===== src/hw/rtl/usm_pkg.sv =====
package usm_pkg;

  // Geometry and kernel limits
  localparam int MAX_WIDTH  = 1024;
  localparam int MAX_HEIGHT = 4096;
  localparam int MAX_RADIUS = 7;
  localparam int CHANNELS   = 4;

  localparam int IN_ROWS = MAX_RADIUS + 1;
  localparam int HB_ROWS = 2 * MAX_RADIUS + 1;
  localparam int WIN_LEN = 2 * MAX_RADIUS + 1;

  // Field widths
  localparam int PIX_W  = 16;
  localparam int COEF_W = 16;
  localparam int BLUR_W = 24;
  localparam int RES_W  = 20;
  localparam int COL_W  = 10;
  localparam int ROW_W  = 12;
  localparam int WID_W  = 11;
  localparam int HGT_W  = 13;
  localparam int RAD_W  = 3;
  localparam int CFG_W  = 64;
  localparam int CFG_AW = 6;

  localparam int S_DATA_W = 4 * PIX_W;
  localparam int M_FIELDS_W = COL_W + ROW_W + 4 * RES_W;
  localparam int M_DATA_W = ((M_FIELDS_W + 7) / 8) * 8;

  // Derived widths
  localparam int TAP_W    = $clog2(MAX_RADIUS + 1) + 2;
  localparam int OFF_W    = $clog2(MAX_RADIUS + 1);
  localparam int WIN_IW   = $clog2(WIN_LEN);
  localparam int HB_MOD_W = $clog2(HB_ROWS);
  localparam int IN_MOD_W = $clog2(IN_ROWS);
  localparam int HB_AW    = HB_MOD_W + COL_W;
  localparam int IN_AW    = IN_MOD_W + COL_W;
  localparam int HB_DEPTH = HB_ROWS * MAX_WIDTH;
  localparam int IN_DEPTH = IN_ROWS * MAX_WIDTH;
  localparam int ACC_W    = BLUR_W + COEF_W + $clog2(WIN_LEN);

  // Register indexes
  localparam logic [2:0] REG_FRAME_WIDTH  = 3'd0;
  localparam logic [2:0] REG_FRAME_HEIGHT = 3'd1;
  localparam logic [2:0] REG_BLUR_RADIUS  = 3'd2;
  localparam logic [2:0] REG_COEFF_LOW    = 3'd3;
  localparam logic [2:0] REG_COEFF_HIGH   = 3'd4;
  localparam logic [2:0] REG_THRESHOLD    = 3'd5;
  localparam logic [2:0] REG_GAIN         = 3'd6;

  // Per-tap control that travels down the lane pipeline
  typedef struct packed {
    logic valid;
    logic first;
    logic use_mem;
  } lane_ctl_t;

  // Q1.15 coefficient for a tap offset; offsets of eight or more are zero
  function automatic logic [COEF_W-1:0] coef_at(input logic [OFF_W-1:0] off,
                                                input logic [CFG_W-1:0] hi,
                                                input logic [CFG_W-1:0] lo);
    logic [2*CFG_W-1:0] taps;
    taps = {hi, lo};
    if (int'(off) < 8) return taps[int'(off)*COEF_W +: COEF_W];
    else return '0;
  endfunction

  // (sum + 2^14) >> 15, saturated to 24 bits
  function automatic logic [BLUR_W-1:0] round_sat24(input logic [ACC_W-1:0] sum);
    logic [ACC_W:0] rnd;
    logic [ACC_W-15:0] sh;
    rnd = {1'b0, sum} + (ACC_W+1)'(16384);
    sh = rnd[ACC_W:15];
    if (sh > (ACC_W-14)'({BLUR_W{1'b1}})) return '1;
    else return sh[BLUR_W-1:0];
  endfunction

endpackage


===== src/hw/rtl/usm_sharp.sv =====
// Soft-threshold sharpening of one channel.
module usm_sharp import usm_pkg::*; (
  input  logic                    clk,
  input  logic [BLUR_W-1:0]       blur,
  input  logic [PIX_W-1:0]        inp,
  input  logic [PIX_W-1:0]        thresh,
  input  logic [PIX_W-1:0]        gain,
  output logic signed [RES_W-1:0] res
);

  localparam int DW = BLUR_W + 2;

  logic signed [DW-1:0] dt;
  logic [DW-1:0] mag_full;
  logic [2*PIX_W-1:0] prod;
  logic cond_q;
  logic [PIX_W-1:0] inp_q;
  logic [2*PIX_W:0] rnd;
  logic signed [DW-1:0] rr;

  // detail + threshold; negative means the mask applies
  assign dt = $signed({2'b0, blur}) - $signed({{(DW-PIX_W){1'b0}}, inp})
            + $signed({{(DW-PIX_W){1'b0}}, thresh});
  assign mag_full = DW'(-dt);

  always_ff @(posedge clk) begin
    prod <= mag_full[PIX_W-1:0] * gain;
    cond_q <= dt[DW-1];
    inp_q <= inp;
  end

  // Round half away from zero, subtract, saturate
  assign rnd = {1'b0, prod} + (2*PIX_W+1)'(128);
  assign rr = $signed({{(DW-PIX_W){1'b0}}, inp_q})
            - (cond_q ? $signed({1'b0, rnd[2*PIX_W:8]}) : $signed(DW'(0)));

  always_comb begin
    if (rr < $signed(DW'(-524288))) res = {1'b1, {(RES_W-1){1'b0}}};
    else if (rr > $signed(DW'(524287))) res = {1'b0, {(RES_W-1){1'b1}}};
    else res = rr[RES_W-1:0];
  end

endmodule


===== config.mk =====
export PLATFORM = sky130hd
export DESIGN_NAME = usm_sharp
export DESIGN_NICKNAME = d
export VERILOG_FILES = /design/src/hw/rtl/usm_pkg.sv /design/src/hw/rtl/usm_sharp.sv
export SDC_FILE = /design/constraint.sdc
export NUM_CORES = 1
export LEC_CHECK = 0
export BUFFER_PORTS_ARGS = -buffer_cell sky130_fd_sc_hd__buf_2
export CAP_MARGIN = 20
export CORE_MARGIN = 2
export CORE_UTILIZATION = 55
export DETAILED_ROUTE_END_ITERATION = 7
export MAX_ROUTING_LAYER = met4
export PLACE_DENSITY_LB_ADDON = 0.12
export SLEW_MARGIN = 30
export SYNTH_ARGS = -nofsm -noshare
export SYNTH_HDL_FRONTEND = slang
export SYNTH_SLANG_ARGS = --single-unit

===== constraint.sdc =====
create_clock -name clk -period 30.1 [get_ports clk]
set_input_delay 3.01 -clock clk [delete_from_list [all_inputs] [get_ports clk]]
set_output_delay 3.01 -clock clk [all_outputs]
set_load 0.005 [all_outputs]

==> out/results.tsv, run 1 <==
metric	value	unit
routed_wl	29810	µm
worstMarginPinSlew	0.9713	ns
grt_pass1_vias	10440	
antenna_cells	0	
final_cell_mix	283 x inv_1, 214 x nand2_1, 196 x fa_1, 152 x ha_1, 114 x and2_1	
grt_util_all_layers	26.17	%
cts-root-buf	clkbuf_16	
num-nets-final	2041	
initial_utilization	56.48	%
top_level_ports	93	
crit_start	blur[0]	
antenna_found_initial	0	
path_delay_family	adder cells	
crit_path_end_kind	register	
dp.cells	1926	
maxSlewHeadroom	34.93	%
final_util	60.50	%
critPathRequiredTime	30.28	ns
cts_max_level	2	
synthSimpleGateAreaFrac	20.24	%
netlist_area	0.01287	mm²
clk_pin_slew	0.07	ns
grt_pass1_wl	50350	µm
hp-class	in2reg	
avgSynthCellArea	8.285	µm²
timing.critical_path.mode_cell	fa_1	
ys_ff_latch	42	
rsz0062_at_grt	no	
die_w	156.9	µm
drtAntennaViolNets	0	
final_common_cell	inv_1	
final-setup-viol-count	0	
synth-adder-area-share	45.28	%
setup_tns	0	ns
finalCriticalPeriod	12.65	ns
rows	55	
post_cts_buffers	0	
core_area	0.02278	mm²
crit_slowest_cell	xor2_2	
drv_slew	0	
critical_path_buf_inv_count	6	
via_per_inst	5.384	
hold_start	inp[14]	
synth.area.mux_share	0.4376	%
ys_seq_area_share	6.535	%
instances_no_fill	1934	
hpwl	24830	µm
grt_overflow	0	
avgRoutedWirePerCell	15.41	µm
io_buffers	92	
drt_iter0_drc	492	
critPathMaxStageDelay	0.74	ns
synthCells	1553	
yosysUniqueCellTypes	74	
clk_path_buf_depth	2	
max_cap_violations	0	
worstSetupPathType	in2reg	
drcViolationCount	0	
finalHoldViolations	0	
yosysTopAreaCell	fa_1	
layout-drive-gt1-share	8.452	%
cts_tree	done	
die-height	156.9	µm
async_flop_share	0	%
ctsHoldBuffers	0	
synth_top_family_by_area	adder cells	
synth_edf_count	0	
synthTopCellsByArea	fa_1 30%, ha_1 15%, inv_1 8.3%	
vias	10410	
drtPass1Iterations	5	
synth-compound-area-share	11.36	%
yosysTopAreaCellShare	30.50	%
arrival	12.83	ns
path_max_fanout	16	
design.die.area	0.02463	mm²
max_clock_freq	0.07906	GHz
synthFlopType	dfxtp_1	
synth_nets	1974	
finalCritPeriodShare	42.02	%
synthXorXnorAreaFrac	6.331	%
syn2layout_area_growth	7.109	%
cts_resized	0	
grt_start_max_net_pins	27	
yosys_warnings	0	
outcome	completed	
cts_sinks	42	
numCtsBuffers	5	
gp_congestion	0.9280	
start_kind	input port	
-- metrics by stage --
| step | cell area [µm²] | hold slack [ns] | worst slack (ns) |
|---|---|---|---|
| finish | 13780 | 2.831 | 17.45 |
| global route | 13780 | 2.822 | 16.72 |
| CTS | 13780 | 2.824 | 17.52 |
| detailed placement | 13630 | 3.129 | 17.22 |
| global placement | 13630 | 3.129 | 17.40 |
| floorplan | 12870 | 3.038 | 17.99 |
-- per-layer routing --
layer  wire length [µm]  GRT usage (%)  share of wire (%)
met4                394          4.369                1.3
met5                  0              -                  0
met2              13380          42.19                 45
met1              13880          35.64                 47
met3               2156          4.130                7.2
-- cells in the mapped netlist, drive strengths merged (14+ instances only) --
library cell and number:
nand4 15, and2 114, a211oi 14, a21oi 64, ha 152, nand3 19
clkbuf 37, nand2 214, fa 196, xor2 33, nand2b 17, a21o 20
nor2 64, xnor2 60, inv 283, dfxtp 42, o21ai 46, nor3 22
-- final cells by class --
type	instances	area (µm²)
clock buffer	5	125.1
clock inverter	3	26.28
fill	2101	8997
inverter	283	1062
multi-input combinational	1184	10780
sequential	42	840.8
tap	313	391.6
timing repair buffer	104	550.5
-- flip-flops by register name, indices dropped and copies added, names as in the netlist --
name / flops
cond_q: 1
inp_q: 16
prod: 25
-- final timing paths --
| check | cells after the start | slack [ns] | to |
|---|---|---|---|
| worst max-delay path | 40 | 17.45 | prod[30] |
| worst min-delay path | 1 | 2.83 | inp_q[14] |
-- logic make-up after synthesis --
group | count (synthesis)
simple gates | 519
fa+ha+maj | 348
buf+inv | 327
compound gates | 219
xor+xnor | 93
flops | 42
mux | 5
Power of run 1 is left out: the tool's default activity adds up to more than one toggle a clock period on the data nets, which glitch-free logic cannot reach.
==> run 2: changes to the inputs <==
ABC_AREA = 1   (was not set)
clock period = 10.3 ns   (was 30.1 ns; I/O delays follow)
==> out/results.tsv, run 2 <==
metric	value	unit	change
critPathRequiredTime	10.47	ns	-19.81 ns
dp.cells	2290		+19%
fin_area	0.01453	mm²	+5.4%
hold_ws	0.8557	ns	-1.976 ns
regMostFlops	prod		
yosysTopAreaCell	fa_1		
yosys_warnings	0		unchanged
vias	12150		+17%
rows	57		+3.6%
start_kind	input port		
yosysTopAreaCellShare	28.98	%	-1.5 points
synth_nets	2320		+18%
path_delay_family	adder cells		
grt_start_max_net_pins	22		-19%
grt_busiest_layer	met2		
clk_pin_slew	0.06	ns	about the same
gr-usage-met2	50.74	%	+8.6 points
top_level_ports	93		unchanged
max_cap_violations	0		unchanged
final_common_cell	nand2_1		
arrival	9.90	ns	-2.93 ns
avgRoutedWirePerCell	16.06	µm	+4.2%
avgSynthCellArea	7.131	µm²	-14%
grt_pass1_wl	61600	µm	+22%
grt_pass1_vias	12330		+18%
worstMarginPinSlew	0.7405	ns	-0.2308 ns
yosysUniqueCellTypes	48		-35%
design.die.area	0.02589	mm²	+5.1%
antenna_found_initial	0		unchanged
finalCriticalPeriod	9.728	ns	
io_buffers	92		unchanged
post_cts_buffers	0		unchanged
outcome	completed		
instances_no_fill	2299		+19%
gp_congestion	0.9768		+5.3%
drtAntennaViolNets	0		unchanged
grt_overflow	0		unchanged
antenna_cells	0		unchanged
ys_ff_latch	42		unchanged
cts_tree	done		
numCtsBuffers	5		unchanged
crit_path_end_kind	register		
netlist_area	0.01354	mm²	+5.3%
num-nets-final	2395		+17%
final-setup-viol-count	0		unchanged
synthCells	1899		+22%
drt_iter0_drc	872		+77%
hpwl	31960	µm	+29%
initial_utilization	55.85	%	-0.64 points
core_area	0.02425	mm²	+6.5%
ys_seq_area_share	6.209	%	-0.33 points
synthFlopType	dfxtp_1		
finalCritPeriodShare	94.44	%	
layout-drive-gt1-share	8.962	%	+0.51 points
drv_slew	0		unchanged
die-height	160.9	µm	+2.5%
critPathMaxStageDelay	0.54	ns	-0.20 ns
crit_slowest_cell	fa_1		
reg.largest.list	prod x25, inp_q x16, cond_q x1		
synth_edf_count	0		unchanged
async_flop_share	0	%	unchanged
synth_commonest_cells	411 x nand2_1, 398 x inv_1, 208 x nor2_1		
synthMostInstantiatedCell	nand2_1		
largest_reg_flops	25		unchanged
cts-root-buf	clkbuf_16		
clk_path_buf_depth	2		unchanged
routed_wl	36910	µm	+24%
maxSlewHeadroom	50.57	%	+16 points
postPlaceCellArea	0.01431	mm²	+5.0%
drcViolationCount	0		unchanged
via_per_inst	5.284		-1.8%
use_met1	40.13	%	+4.5 points
hp-class	in2reg		
worstSetupPathType	in2reg		
drtPass1Iterations	6		+1
synthTopCellsByArea	fa_1 29%, ha_1 14%, nand2_1 11%		
final_cell_mix	410 x nand2_1, 398 x inv_1, 207 x nor2_1, 196 x fa_1, 152 x ha_1		
finalHoldViolations	0		unchanged
syn2layout_area_growth	7.262	%	
max_clock_freq	0.1028	GHz	
gr-usage-met3	3.771	%	-0.36 points
grt_util_all_layers	30.47	%	+4.3 points
die_w	160.9	µm	+2.5%
cts_max_level	2		unchanged
critical_path_buf_inv_count	6		unchanged
cts_sinks	42		unchanged
path_max_fanout	10		-6
## run 2: cell count changes after synthesis, moves of 36 or more
cell,delta
inv_1,+115
nor2_1,+144
a21oi_1,+36
and2_1,-112
nand2_1,+197
nand3_1,+52
## run 2: metrics by stage
stage	setup slack (ns)	utilization (%)	setup TNS, ns
2_1_floorplan	1.571	-	0
3_3_place_gp	0.3698	59.01	0
3_5_place_dp	0.2283	59.01	0
4_1_cts	0.5149	59.72	0
5_1_grt	-0.01618	59.90	-0.01618
6_report	0.5723	59.90	0
## run 2: layout make-up
class | count | area (µm²)
multi-input combinational | 1412 | 11040
fill | 2367 | 9723
inverter | 415 | 1560
sequential | 42 | 840.8
timing repair buffer | 98 | 509.2
tap | 324 | 405.4
clock buffer | 5 | 125.1
clock inverter | 3 | 45.04
## run 2: worst paths after layout
kind                    start        to  slack (ns)  cells after the start
worst max-delay path  blur[0]  prod[28]        0.57                     40
worst min-delay path   inp[2]  inp_q[2]        0.86                      1
## run 2: repair_timing
item	CTS	global route
setup endpoints to repair	0	2
hold buffers	0	0
resized for setup	0	7
## run 2: cells by family after synthesis
logic type | Yosys count | share of synthesized area (%)
simple gates | 786 | 24.86
buf+inv | 445 | 12.50
fa+ha+maj | 348 | 43.02
compound gates | 202 | 8.380
xor+xnor | 76 | 5.026
flops | 42 | 6.209
## run 2: metal layers
metal | share of wire, % | wire length, µm
met4 | 2.4 | 879
met1 | 44 | 16330
met3 | 6.4 | 2347
met2 | 47 | 17350
met5 | 0 | 0
Power of run 2 is left out for the same reason.
